<file path="config.mk">
export PLATFORM = sky130hd
export DESIGN_NAME = grid_ray_cast_dda
export DESIGN_NICKNAME = d
export VERILOG_FILES = /design/src/rtl/grc_pkg.sv /design/src/rtl/grid_ray_cast_dda.sv /design/src/rtl/grc_front.sv /design/src/rtl/grc_back.sv
export VERILOG_INCLUDE_DIRS = /design/src /design/src/rtl
export SDC_FILE = /design/constraint.sdc
export NUM_CORES = 2
export LEC_CHECK = 0
export ABC_AREA = 1
export BUFFER_PORTS_ARGS = -buffer_cell sky130_fd_sc_hd__clkbuf_2
export CORE_ASPECT_RATIO = 1.5
export CORE_UTILIZATION = 57
export DETAILED_ROUTE_END_ITERATION = 6
export GPL_TIMING_DRIVEN = 0
export PLACE_DENSITY = 0.77
export SLEW_MARGIN = 20
export SYNTH_ARGS = -nofsm -noshare
export SYNTH_HDL_FRONTEND = slang
export SYNTH_SLANG_ARGS = --single-unit
</file>
<file path="constraint.sdc">
create_clock -name clk -period 7.7 [get_ports clk]
set_input_delay 0.77 -clock clk [delete_from_list [all_inputs] [get_ports clk]]
set_output_delay 0.77 -clock clk [all_outputs]
set_load 0.005 [all_outputs]
</file>
<file path="src/rtl/assert_macros.svh">
// Assertion macros shared by the RTL.
`ifndef ASSERT_MACROS_SVH
`define ASSERT_MACROS_SVH
// Implication checked every clock, quiet in reset.
`define AST_IMP(label, clk, rst_n, a, c) \
  label: assert property (@(posedge clk) disable iff (!rst_n) (a) |-> (c)) \
    else $error("assertion failed");
// Next-cycle implication.
`define AST_NXT(label, clk, rst_n, a, c) \
  label: assert property (@(posedge clk) disable iff (!rst_n) (a) |=> (c)) \
    else $error("assertion failed");
`endif

</file>
<file path="src/rtl/grc_pkg.sv">
// Package: constants and beat types of the grid ray caster.
`default_nettype none
package grc_pkg;
  localparam int MAP_SIZE_DEF  = 16;
  localparam int FRAC_BITS_DEF = 12;
  localparam int DIR_FRAC      = 14;

  localparam logic OP_ROW  = 1'b0;
  localparam logic OP_CAST = 1'b1;

  typedef struct packed {
    logic        op;
    logic [3:0]  row_index;
    logic [15:0] row_bits;
    logic [15:0] start_x;
    logic [15:0] start_y;
    logic signed [15:0] dir_x;
    logic signed [15:0] dir_y;
  } grc_in_t;

  typedef struct packed {
    logic        hit;
    logic        side;
    logic [3:0]  tile_x;
    logic [3:0]  tile_y;
    logic [17:0] ray_length;
    logic [16:0] end_x;
    logic [16:0] end_y;
  } grc_out_t;

  // cast job handed from front to back
  typedef struct packed {
    logic        oob;
    logic        nx;
    logic        ny;
    logic [15:0] ax;
    logic [15:0] ay;
    logic [15:0] sx;
    logic [15:0] sy;
  } grc_job_t;
endpackage
`default_nettype wire

</file>
<file path="src/rtl/grid_ray_cast_dda.sv">
// Top level of the grid ray caster.
// Usage:
//  - Input beats: drive in_data with start high; a beat is taken on a
//    clock edge where start is high and busy is low.
//  - op row write stores one map row (rows past the map are ignored) and
//    gives no result. op cast gives exactly one result beat.
//  - Results appear on out_data for one cycle with out_strobe high; the
//    receiver cannot stall, so nothing waits on it.
//  - A two-entry job queue sits between the front (accept and classify)
//    and the back (divide, walk, end point). busy is high while it is full,
//    and for a row write while any cast is queued or in flight, so a cast
//    always walks the map as it stood when the cast was taken.
//  - A cast passes in order through the queue, the pop, two bit-serial
//    reciprocal divides of DIR_FRAC+FRAC_BITS+1 quotient bits each, an
//    init step, the walk (one tile step per cycle, 1 to 2*MAP_SIZE steps,
//    none for a start off the map), the end point on a hit and the output
//    state and register.
//  - Reset clears the map to open and empties the queue.
`default_nettype none
`include "assert_macros.svh"
module grid_ray_cast_dda import grc_pkg::*; #(
  parameter int MAP_SIZE  = MAP_SIZE_DEF,
  parameter int FRAC_BITS = FRAC_BITS_DEF
) (
  input  wire logic    clk,
  input  wire logic    rst_n,
  input  wire logic    start,
  output logic         busy,
  input  wire grc_in_t in_data,
  output logic         out_strobe,
  output grc_out_t     out_data
);
  logic take, row_we, q_full, q_valid, q_pop, idle;
  logic [3:0] row_idx;
  logic [15:0] row_val;
  grc_job_t q_job;

  // row writes wait for the back to drain
  assign busy = q_full || (in_data.op == OP_ROW && !idle);
  assign take = start && !busy;

  grc_front #(.MAP_SIZE(MAP_SIZE), .FRAC_BITS(FRAC_BITS)) u_front (
    .clk, .rst_n, .take, .in_data, .row_we, .row_idx, .row_val,
    .q_full, .q_valid, .q_job, .q_pop);

  grc_back #(.MAP_SIZE(MAP_SIZE), .FRAC_BITS(FRAC_BITS)) u_back (
    .clk, .rst_n, .q_valid, .q_job, .q_pop, .row_we, .row_idx, .row_val,
    .out_strobe, .out_data, .idle);

  // a pop only happens with something queued
  `AST_IMP(a_pop_valid, clk, rst_n, q_pop, q_valid)
  // a result is never shown back to back
  `AST_NXT(a_strobe_single, clk, rst_n, out_strobe, !out_strobe)
  // when idle, nothing comes out next
  `AST_NXT(a_idle_quiet, clk, rst_n, idle && !take, !out_strobe)
endmodule
`default_nettype wire

</file>
<file path="src/rtl/grc_front.sv">
// Front end: takes beats, writes map rows, queues cast jobs.
`default_nettype none
module grc_front import grc_pkg::*; #(
  parameter int MAP_SIZE  = MAP_SIZE_DEF,
  parameter int FRAC_BITS = FRAC_BITS_DEF
) (
  input  wire logic     clk,
  input  wire logic     rst_n,
  input  wire logic     take,
  input  wire grc_in_t  in_data,
  output logic          row_we,
  output logic [3:0]    row_idx,
  output logic [15:0]   row_val,
  output logic          q_full,
  output logic          q_valid,
  output grc_job_t      q_job,
  input  wire logic     q_pop
);
  localparam int TB = 16 - FRAC_BITS;
  grc_job_t q_r [2];
  logic     wp_r, rp_r;
  logic [1:0] cnt_r;
  grc_job_t job;
  logic [TB-1:0] tx, ty;
  logic push;

  always_comb begin
    tx = in_data.start_x[15 -: TB];
    ty = in_data.start_y[15 -: TB];
    job.oob = (32'(tx) >= 32'(MAP_SIZE)) || (32'(ty) >= 32'(MAP_SIZE));
    job.nx = in_data.dir_x[15];
    job.ny = in_data.dir_y[15];
    job.ax = in_data.dir_x[15] ? 16'(-in_data.dir_x) : in_data.dir_x;
    job.ay = in_data.dir_y[15] ? 16'(-in_data.dir_y) : in_data.dir_y;
    job.sx = in_data.start_x;
    job.sy = in_data.start_y;
  end

  assign push    = take && in_data.op == OP_CAST;
  assign row_we  = take && in_data.op == OP_ROW && 32'(in_data.row_index) < 32'(MAP_SIZE);
  assign row_idx = in_data.row_index;
  assign row_val = in_data.row_bits;
  assign q_full  = cnt_r == 2'd2;
  assign q_valid = cnt_r != 2'd0;
  assign q_job   = q_r[rp_r];

  always_ff @(posedge clk) begin
    if (push) q_r[wp_r] <= job;
    if (!rst_n) begin
      wp_r <= 1'b0; rp_r <= 1'b0; cnt_r <= 2'd0;
    end else begin
      if (push) wp_r <= ~wp_r;
      if (q_pop) rp_r <= ~rp_r;
      cnt_r <= cnt_r + 2'(push) - 2'(q_pop);
    end
  end
endmodule
`default_nettype wire

</file>
<file path="src/rtl/grc_back.sv">
// Back end: reciprocal divider, DDA walk, end point, result beat.
`default_nettype none
module grc_back import grc_pkg::*; #(
  parameter int MAP_SIZE  = MAP_SIZE_DEF,
  parameter int FRAC_BITS = FRAC_BITS_DEF
) (
  input  wire logic     clk,
  input  wire logic     rst_n,
  input  wire logic     q_valid,
  input  wire grc_job_t q_job,
  output logic          q_pop,
  input  wire logic     row_we,
  input  wire logic [3:0]  row_idx,
  input  wire logic [15:0] row_val,
  output logic          out_strobe,
  output grc_out_t      out_data,
  output logic          idle
);
  localparam int NB  = DIR_FRAC + FRAC_BITS;   // numerator exponent
  localparam int DW  = NB + 1;                 // step length width
  // side distance width: start distance plus one step length per walk step
  localparam int SW  = DW + $clog2(2 * MAP_SIZE + 2);
  localparam int TW  = $clog2(MAP_SIZE) + 2;   // signed tile index
  localparam int KW  = $clog2(2 * MAP_SIZE + 1);
  localparam logic [DW-1:0] RSAT = {DW{1'b1}};
  localparam logic [SW-1:0] LMAX = SW'(18'h3FFFF);
  localparam logic [16:0]   TOP  = 17'(MAP_SIZE << FRAC_BITS);
  localparam logic [FRAC_BITS:0] ONE = (FRAC_BITS+1)'(1) << FRAC_BITS;

  localparam logic [2:0] S_IDLE = 3'd0, S_DIV = 3'd1, S_INIT = 3'd2,
                         S_WALK = 3'd3, S_END = 3'd4, S_OUT = 3'd5;

  logic [MAP_SIZE-1:0] rows_r [MAP_SIZE];
  logic [2:0]  st_r;
  grc_job_t    j_r;
  logic [5:0]  bit_r;
  logic        axis_r;
  logic [NB:0] rem_r;
  logic [DW-1:0] dx_r, dy_r, quo_r;
  logic [SW-1:0] sdx_r, sdy_r, len_r;
  logic signed [TW-1:0] tx_r, ty_r;
  logic [KW-1:0] k_r;
  logic side_r, hit_r, stop_r;
  logic [33:0] mx_r, my_r;
  logic [5:0]  ph_r;
  grc_out_t    o_r;
  logic        ostb_r;

  // restoring divide of 2^NB by magnitude, one bit a cycle
  logic [NB+1:0] trial;
  logic [15:0]   dv;
  assign dv    = axis_r ? j_r.ay : j_r.ax;
  assign trial = {rem_r, (bit_r == 6'(NB))};

  // DDA step
  logic take_x;
  logic signed [TW-1:0] ntx, nty;
  logic out_map;
  logic [MAP_SIZE-1:0] rowsel;
  assign take_x = sdx_r < sdy_r;
  assign ntx = take_x ? (j_r.nx ? tx_r - 1'b1 : tx_r + 1'b1) : tx_r;
  assign nty = take_x ? ty_r : (j_r.ny ? ty_r - 1'b1 : ty_r + 1'b1);
  assign out_map = ntx < 0 || ntx >= TW'(MAP_SIZE) || nty < 0 || nty >= TW'(MAP_SIZE);
  assign rowsel = rows_r[nty[$clog2(MAP_SIZE)-1:0]];

  logic [FRAC_BITS-1:0] fx, fy;
  logic [FRAC_BITS:0] wx, wy;
  assign fx = j_r.sx[FRAC_BITS-1:0];
  assign fy = j_r.sy[FRAC_BITS-1:0];
  assign wx = j_r.nx ? {1'b0, fx} : ONE - {1'b0, fx};
  assign wy = j_r.ny ? {1'b0, fy} : ONE - {1'b0, fy};

  function automatic logic [16:0] endc(input logic [15:0] s, input logic n,
                                       input logic [33:0] m);
    logic [19:0] off;
    logic [20:0] r;
    begin
      off = 20'(m >> DIR_FRAC);
      if (n) r = (21'(off) >= 21'(s)) ? 21'd0 : 21'(s) - 21'(off);
      else   r = 21'(s) + 21'(off);
      endc = (r > 21'(TOP)) ? TOP : r[16:0];
    end
  endfunction

  assign q_pop      = st_r == S_IDLE && q_valid;
  assign out_strobe = ostb_r;
  assign out_data   = o_r;
  assign idle       = st_r == S_IDLE && !q_valid;

  always_ff @(posedge clk) begin
    if (!rst_n) begin
      for (int i = 0; i < MAP_SIZE; i++) rows_r[i] <= '0;
    end else if (row_we) begin
      rows_r[row_idx[$clog2(MAP_SIZE)-1:0]] <= MAP_SIZE'(row_val);
    end
  end

  always_ff @(posedge clk) begin
    if (!rst_n) begin
      st_r <= S_IDLE; ostb_r <= 1'b0;
    end else begin
      ostb_r <= st_r == S_OUT;
      case (st_r)
        S_IDLE: if (q_valid) begin
          j_r <= q_job; axis_r <= 1'b0; bit_r <= 6'(NB);
          rem_r <= '0; quo_r <= '0;
          st_r <= S_DIV;
        end
        S_DIV: begin
          if (bit_r == 6'd0) begin
            bit_r <= 6'(NB); rem_r <= '0; quo_r <= '0;
            if (!axis_r) begin
              dx_r <= (dv == 16'd0) ? RSAT :
                ((trial >= (NB+2)'(dv)) ? (quo_r | DW'(1)) : quo_r);
              axis_r <= 1'b1;
            end else begin
              dy_r <= (dv == 16'd0) ? RSAT :
                ((trial >= (NB+2)'(dv)) ? (quo_r | DW'(1)) : quo_r);
              st_r <= S_INIT;
            end
          end else begin
            if (trial >= (NB+2)'(dv)) begin
              rem_r   <= (NB+1)'(trial - (NB+2)'(dv));
              quo_r[bit_r[$clog2(DW)-1:0]] <= 1'b1;
            end else rem_r <= trial[NB:0];
            bit_r <= bit_r - 6'd1;
          end
        end
        S_INIT: begin
          sdx_r <= SW'((64'(wx) * 64'(dx_r)) >> FRAC_BITS);
          sdy_r <= SW'((64'(wy) * 64'(dy_r)) >> FRAC_BITS);
          tx_r <= TW'(j_r.sx >> FRAC_BITS);
          ty_r <= TW'(j_r.sy >> FRAC_BITS);
          k_r <= '0; hit_r <= 1'b0; stop_r <= 1'b0;
          st_r <= j_r.oob ? S_OUT : S_WALK;
        end
        S_WALK: begin
          if (take_x) begin
            len_r <= sdx_r; sdx_r <= sdx_r + SW'(dx_r); side_r <= 1'b0;
          end else begin
            len_r <= sdy_r; sdy_r <= sdy_r + SW'(dy_r); side_r <= 1'b1;
          end
          tx_r <= ntx; ty_r <= nty; k_r <= k_r + 1'b1;
          if (out_map) st_r <= S_OUT;
          else if (rowsel[ntx[$clog2(MAP_SIZE)-1:0]]) begin
            hit_r <= 1'b1; st_r <= S_END; ph_r <= '0;
          end else if (32'(k_r) == 2 * MAP_SIZE - 1) st_r <= S_OUT;
        end
        S_END: begin
          if (len_r > LMAX) len_r <= LMAX;
          ph_r <= ph_r + 6'd1;
          if (ph_r == 6'd1) begin
            mx_r <= 34'(j_r.ax) * 34'(len_r[17:0]);
            my_r <= 34'(j_r.ay) * 34'(len_r[17:0]);
            st_r <= S_OUT; stop_r <= 1'b1;
          end
        end
        S_OUT: begin
          if (hit_r && stop_r) begin
            o_r.hit <= 1'b1; o_r.side <= side_r;
            o_r.tile_x <= 4'(tx_r); o_r.tile_y <= 4'(ty_r);
            o_r.ray_length <= len_r[17:0];
            o_r.end_x <= endc(j_r.sx, j_r.nx, mx_r);
            o_r.end_y <= endc(j_r.sy, j_r.ny, my_r);
          end else o_r <= '0;
          st_r <= S_IDLE;
        end
        default: st_r <= S_IDLE;
      endcase
    end
  end
endmodule
`default_nettype wire
</file>
Yosys cells after proc, flatten, opt, wreduce, memory -nomap -nowiden --
Memories as Yosys holds them, arrays and structs flattened. A register that Yosys moved wholly into a read port is not among the register bits. Cells that the tools add are included.
Word-level totals: RAM bits 388, bits of input ports 88, output and inout bits 64, memories kept 2, register bits after elaboration 380, logic and storage cells 220
Memories:
- u_back.rows_r | depth 16, bits a word 16, rd ports 1, clocked after Yosys merged registers in 0, write ports 16, RTL line grc_back.sv:33 | logic [MAP_SIZE-1:0] rows_r [MAP_SIZE];
- u_front.q_r | depth 2, bits a word 66, rd ports 1, clocked after Yosys merged registers in 1, write ports 1, RTL line grc_front.sv:20 | grc_job_t q_r [2];
Cells by class: magnitude comparators 14, reductions and logical operators 43, bitwise gates (word level) 6, multiplexer cells 78, equal/unequal tests 20, multiply operators 4, $add $sub $neg 20
Operator list (number):
- two-way mux 21 bit | 10
- one-hot mux 33 bit (2 select lines) | 3
- two-way mux 27 bit | 6
- two-way mux 33 bit | 4
- one-hot mux 27 bit (2 select lines) | 2
- multiplier 13 x 27 -> 40 bit | 2
- multiplier 16 x 18 -> 34 bit | 2
- adder 33 x 27 -> 33 bit | 2
- two-way mux 16 bit | 4
- two-way mux 62 bit | 1
- one-hot mux 6 bit (2 select lines) | 5
- two-way mux 6 bit | 8
- adder 16 x 20 -> 21 bit | 2
- greater-than comparator 21 x 17 -> 1 bit (second input constant) | 2
- subtractor 16 x 20 -> 21 bit | 2
- greater-or-equal comparator 20 x 16 -> 1 bit | 2
- two-way mux 17 bit | 2
- greater-than comparator 33 x 18 -> 1 bit (second input constant) | 1
- less-than comparator 33 bit | 1
- negator 16 bit | 2
- greater-or-equal comparator 28 x 16 -> 1 bit | 1
- bitwise OR 27 bit | 1
- subtractor 27 x 16 -> 27 bit | 1
- two-way mux 13 bit | 2
- other kinds (41) | 117

Logic depth before layout (Yosys ltp) --
depth after elaboration 14, gate-level depth with buffers 41, depth with buffers taken out 38

By module --
Synthesis repeated with hierarchy kept, for this count alone.
Second synthesis, totals: cell total of the unflattened synthesis 9712, area, all modules 83178.5 µm²
Modules (own cells, without submodules):
- grc_back | area each 77201.5 µm², cells an instance 9284, instances 1, sequential area each 20079.3 µm²
- grc_front | area each 5958.2 µm², cells an instance 424, instances 1, sequential area each 4063.9 µm²
- grid_ray_cast_dda | area each 18.8 µm², cells an instance 4, instances 1, sequential area each 0.0 µm²

Worst setup path after synthesis --
No wires, ideal clock.
path type flip-flop to flip-flop, start register u_back.j_r, in the netlist u_back.fy[0], end register u_back.sdy_r[23] (data pin), setup time 0.254 ns, period minus slack after synthesis 7.075 ns, arrival 6.822 ns, path buffers 2, required time 7.446 ns, slack 0.625 ns, stages on the path, launching flop included 37, cell sequence edfxtp_1 -> clkbuf_1 -> clkbuf_1 -> inv_1 -> ha_1 -> nand2_1 -> nor2_1 -> inv_1 -> nor3_1 -> nand3_1 -> nor4_1 -> nand2_1 -> fa_1 -> fa_1 -> inv_1 -> fa_1 -> fa_1 -> inv_1 -> fa_1 -> inv_1 -> ha_1 -> a21oi_1 -> o21ai_0 -> a21oi_1 -> nand2_1 -> a21o_1 -> nand2_1 -> nand2_1 -> a31oi_1 -> o21ai_0 -> nand3_1 -> nand2_1 -> nand3_1 -> nand2_1 -> or2_2 -> nand3_1 -> nand2_1
On the way: longest elaborated chain between the ends 4
Ends and longest elaborated chain:
- start, declared | RTL line grc_back.sv:35 | grc_job_t j_r;
- start signal, assigned | RTL line grc_back.sv:105 | j_r <= q_job; axis_r <= 1'b0; bit_r <= 6'(NB);
- subtractor 13 x 12 -> 13 bit | RTL line grc_back.sv:71 | assign wy = j_r.ny ? {1'b0, fy} : ONE - {1'b0, fy};
- two-way mux 13 bit * | RTL line grc_back.sv:71
- multiplier 13 x 27 -> 40 bit * | RTL line grc_back.sv:131 | sdy_r <= SW'((64'(wy) * 64'(dy_r)) >> FRAC_BITS);
- one-hot mux 33 bit (2 select lines) * | RTL line grc_back.sv:103 | case (st_r)
- end signal, assigned | RTL line grc_back.sv:131
- end, declared | RTL line grc_back.sv:40 | logic [SW-1:0] sdx_r, sdy_r, len_r;
Every way passes the cells marked *; elsewhere a longest branch is shown, timed or not. A chain may end at the register's enable or synchronous reset.

Worst setup path in the final report --
start register u_back.j_r, in the netlist u_back.fx[0], end register u_back.sdx_r[25] (data pin)
On the way: longest elaborated chain between the ends 4
Ends and longest elaborated chain:
- subtractor 13 x 12 -> 13 bit | RTL line grc_back.sv:70 | assign wx = j_r.nx ? {1'b0, fx} : ONE - {1'b0, fx};
- two-way mux 13 bit * | RTL line grc_back.sv:70
- multiplier 13 x 27 -> 40 bit * | RTL line grc_back.sv:130 | sdx_r <= SW'((64'(wx) * 64'(dx_r)) >> FRAC_BITS);
- one-hot mux 33 bit (2 select lines) * | RTL line grc_back.sv:103
- end signal, assigned | RTL line grc_back.sv:130
- end, declared | RTL line grc_back.sv:40
Marks and branches as above.

==> run_results.csv <==
group,metric,value,unit
synthesis,ys_seq_area_frac,0.292,
timing,hold_viol,0,
hold_path,hold_path_class,"input pin to register",
critical_path,critPathTopFamily,"adder cells",
synthesis,synth-edff-count,797,
finish,utilization,0.627,
drt,firstDrtPassIters,6,
clock_network,cts_made_buffers,82,
synthesis,yosys.cell_types.count,60,
synthesis,synth_area_per_cell,8.48,um2
synthesis,synth_top_family_by_area,"adder cells",
hold_path,min_to,"u_front.q_r[1][7]$_DFFE_PP_",
global_routing,overflow,0,
critical_path,cp_slowest_cell,"fa_1",
timing,fmaxAchievable,133,MHz
synthesis,synthFlopType,"edfxtp_1",
global_routing,first_global_vias,69700,
clock_network,insertion_delay,740,ps
floorplan,core,143000,um2
synthesis,ys_ff_latch,805,
synthesis,syn_area,82600,um2
finish,syn_to_final_growth,8.84,%
hold_path,hp-start,"in_data[39]",
critical_path,crit_top_cell,"nand2_1",
clock_network,cts-hold-fix-buffers,0,
drt,drtIter0Drc,5777,
synthesis,synth_warnings,0,
floorplan,die_y,468,um
clock_network,clockBufferDepth,3,
place,port_buffers,151,
clock_network,clk_transition_reported_paths,60,ps
clock_network,cts_sinks,805,
hold_path,hold_depth,1,
global_routing,grt_max_degree,35,
timing,relSlewSlack,0.147,
status,outcome,"finished clean",
drt,vias,67500,
critical_path,cp_num_buf_inv,9,
finish,drive_gt1_frac,0.0621,
floorplan,die_x,313,um
synthesis,post-synth-top-count-cell,"nand2_1",
floorplan,rows,170,
synthesis,synth_xor_xnor_area_share,0.0206,
finish,multiInputGateArea,49300,um2
synthesis,syn_nets,11400,
timing,finalMaxSlewViolations,0,
clock_network,cts_max_level,3,
critical_path,critPathLaunchType,"register",
synthesis,netlist_top_cells_count,"nand2_1, inv_1, fa_1",
critical_path,cp_max_fo,10,
synthesis,synth_top_area_frac,0.290,
timing,whs,210,ps
drt,antenna_left,0,
floorplan,dieArea,146000,um2
clock_network,root_buffer,"clkbuf_16",
synthesis,synth.mux.area_fraction,0.00194,
drt,drcViolationCount,0,
synthesis,synthTopCellsByArea,"edfxtp_1, fa_1, nand2_1, inv_1, ha_1",
critical_path,path_class,"register to register",
timing,setup_viol,0,
synthesis,syn-instance-count,9736,
drt,detail_route.wl_per_cell,21.6,um
global_routing,grt_usage,0.357,
run,max-cap-violations,0,
critical_path,r2r_end,"u_back.sdx_r[25]$_DFFE_PP_",
critical_path,arrival,7990,ps
critical_path,slowest_delay,620,ps
floorplan,ios,152,
global_routing,grt_pass1_wl,391000,um
critical_path,end_kind,"register",
finish,n_fill_cell,12300,
synthesis,synth_fa_ha_area_frac,0.326,
critical_path,rr_worst_depth,34,
synthesis,synth_top_cell_by_area,"edfxtp_1",
synthesis,synth_compound_gate_area_share,0.0630,
finish,nets,11700,
timing,worst_slew_pin_slew,1270,ps
critical_path,worstReg2RegStart,"u_back.fx[0]$_DFFE_PP_",
timing,final.period_utilization,0.975,
place,dp_hpwl,208000,um
drt,routed_wl,258000,um
timing,finalCriticalPeriod,7510,ps
drt,routed_via_density,5.63,
critical_path,reg2reg_slack,190,ps
finish,register_area,24100,um2
critical_path,cp.required,8180,ps
place,place_congestion,0.999,
clock_network,cts_tree,"done",
synthesis,synth-simple-area-share,0.178,
critical_path,crit_path_start,"u_back.fx[0]$_DFFE_PP_",
global_routing,antenna_found_initial,19,
synthesis,async_flop_share,0,
timing,fin_skew,65.4,ps
floorplan,initial_core_util,0.576,
## worst reg2reg max path, delay by kind of cell, from the launching register on
family	cells	cell delay [ps]
buffers and inverters	9	1080
AOI/OAI and AO/OA	5	840
adders and majority gates	7	3200
and+or+nand+nor	13	1730
DFF	1	450
## repair_timing
action / CTS / global route
gates cloned: 0 / 0
pin swaps: 15 / 19
setup buffers: 16 / 24
endpoints found under the setup margin: 59 / 59
resized for setup: 104 / 160
## logic make-up (layout without fill, tap and decap cells)
group / after synthesis / in the layout
multiplexers: 16 / 16
XOR/XNOR: 192 / 192
buffers and inverters: 2560 / 2919
adder cells (fa/ha/maj): 1554 / 1554
AND/OR/NAND/NOR: 3670 / 3670
AO/OA/AOI/OAI: 939 / 939
flip-flops: 805 / 805
other: 0 / 4
## per-stage QoR
stage | std cells | setup TNS (ps) | cell area [um2] | worst slack (ps)
final | 12000 | 0 | 89900 | 191
after global routing | 12000 | -45.9 | 89800 | -28.3
after CTS | 12000 | -26.0 | 89400 | -14.9
after detailed placement | 11800 | -72530 | 86200 | -2110
after global placement | 11800 | -274940 | 85700 | -3200
after floorplan | 9736 | 0 | 82600 | 625
## routing by layer
metal,global-route usage,vias to the layer above,routed length (um),share of wire
met3,0.0574,995,21000,0.081
met2,0.616,3358,127000,0.49
li1,-,30500,-,-
met4,0.281,12,24000,0.093
met5,0,-,79,0.00031
met1,0.391,32600,86200,0.33
## worst max path at each step
stage,endpoint,slack [ps],depth (start not counted)
2_1_floorplan,u_back.sdy_r[23]$_DFFE_PP_,620,36
3_3_place_gp,u_back.out_data[33]$_SDFFCE_PN0P_,-3200,4
3_5_place_dp,u_back.sdx_r[21]$_DFFE_PP_,-2110,29
4_1_cts,u_back.sdx_r[21]$_DFFE_PP_,-10,28
5_1_grt,u_back.sdy_r[23]$_DFFE_PP_,-30,34
6_report,u_back.sdx_r[25]$_DFFE_PP_,190,34
## registers in the layout, indices dropped and copies added (netlist names), 27 cells and up
| signal | count |
|---|---|
| u_back.dx_r | 27 |
| u_back.dy_r | 27 |
| u_back.j_r | 42 |
| u_back.len_r | 33 |
| u_back.out_data | 62 |
| u_back.quo_r | 27 |
| u_back.rem_r | 27 |
| u_back.rows_r | 256 |
| u_back.sdx_r | 33 |
| u_back.sdy_r | 33 |
| u_front.q_r | 132 |
## cell usage in the layout (no fill, tap or decap), types with 23 or more instances in the layout
cell       instances
a31oi_1           32
nor3_1            69
nand3_1          358
xnor2_1           58
o21a_1            23
edfxtp_1         797
a21oi_1          429
nand2_1         2293
xor2_1           125
clkinv_1          24
buf_4             68
ha_1             545
clkbuf_1         248
o21ai_0          271
clkbuf_2         197
buf_2             44
clkbuf_16         82
fa_1             998
buf_1             32
nor2_1           795
inv_1           2128
o211ai_1          44
nand4_1           41
## cell type report
| type | instances | area share |
|---|---|---|
| Antenna cell | 4 | 0.000111 |
| Buffer | 395 | 0.0200 |
| Clock buffer | 87 | 0.0230 |
| Clock inverter | 65 | 0.00751 |
| Inverter | 2149 | 0.0900 |
| Multi-Input combinational cell | 6371 | 0.549 |
| Sequential cell | 805 | 0.268 |
| Tap cell | 1892 | 0.0263 |
| Timing Repair Buffer | 223 | 0.0163 |
Power is left out: the tool's default activity adds up to more than one toggle a clock period on the data nets, which glitch-free logic cannot reach.
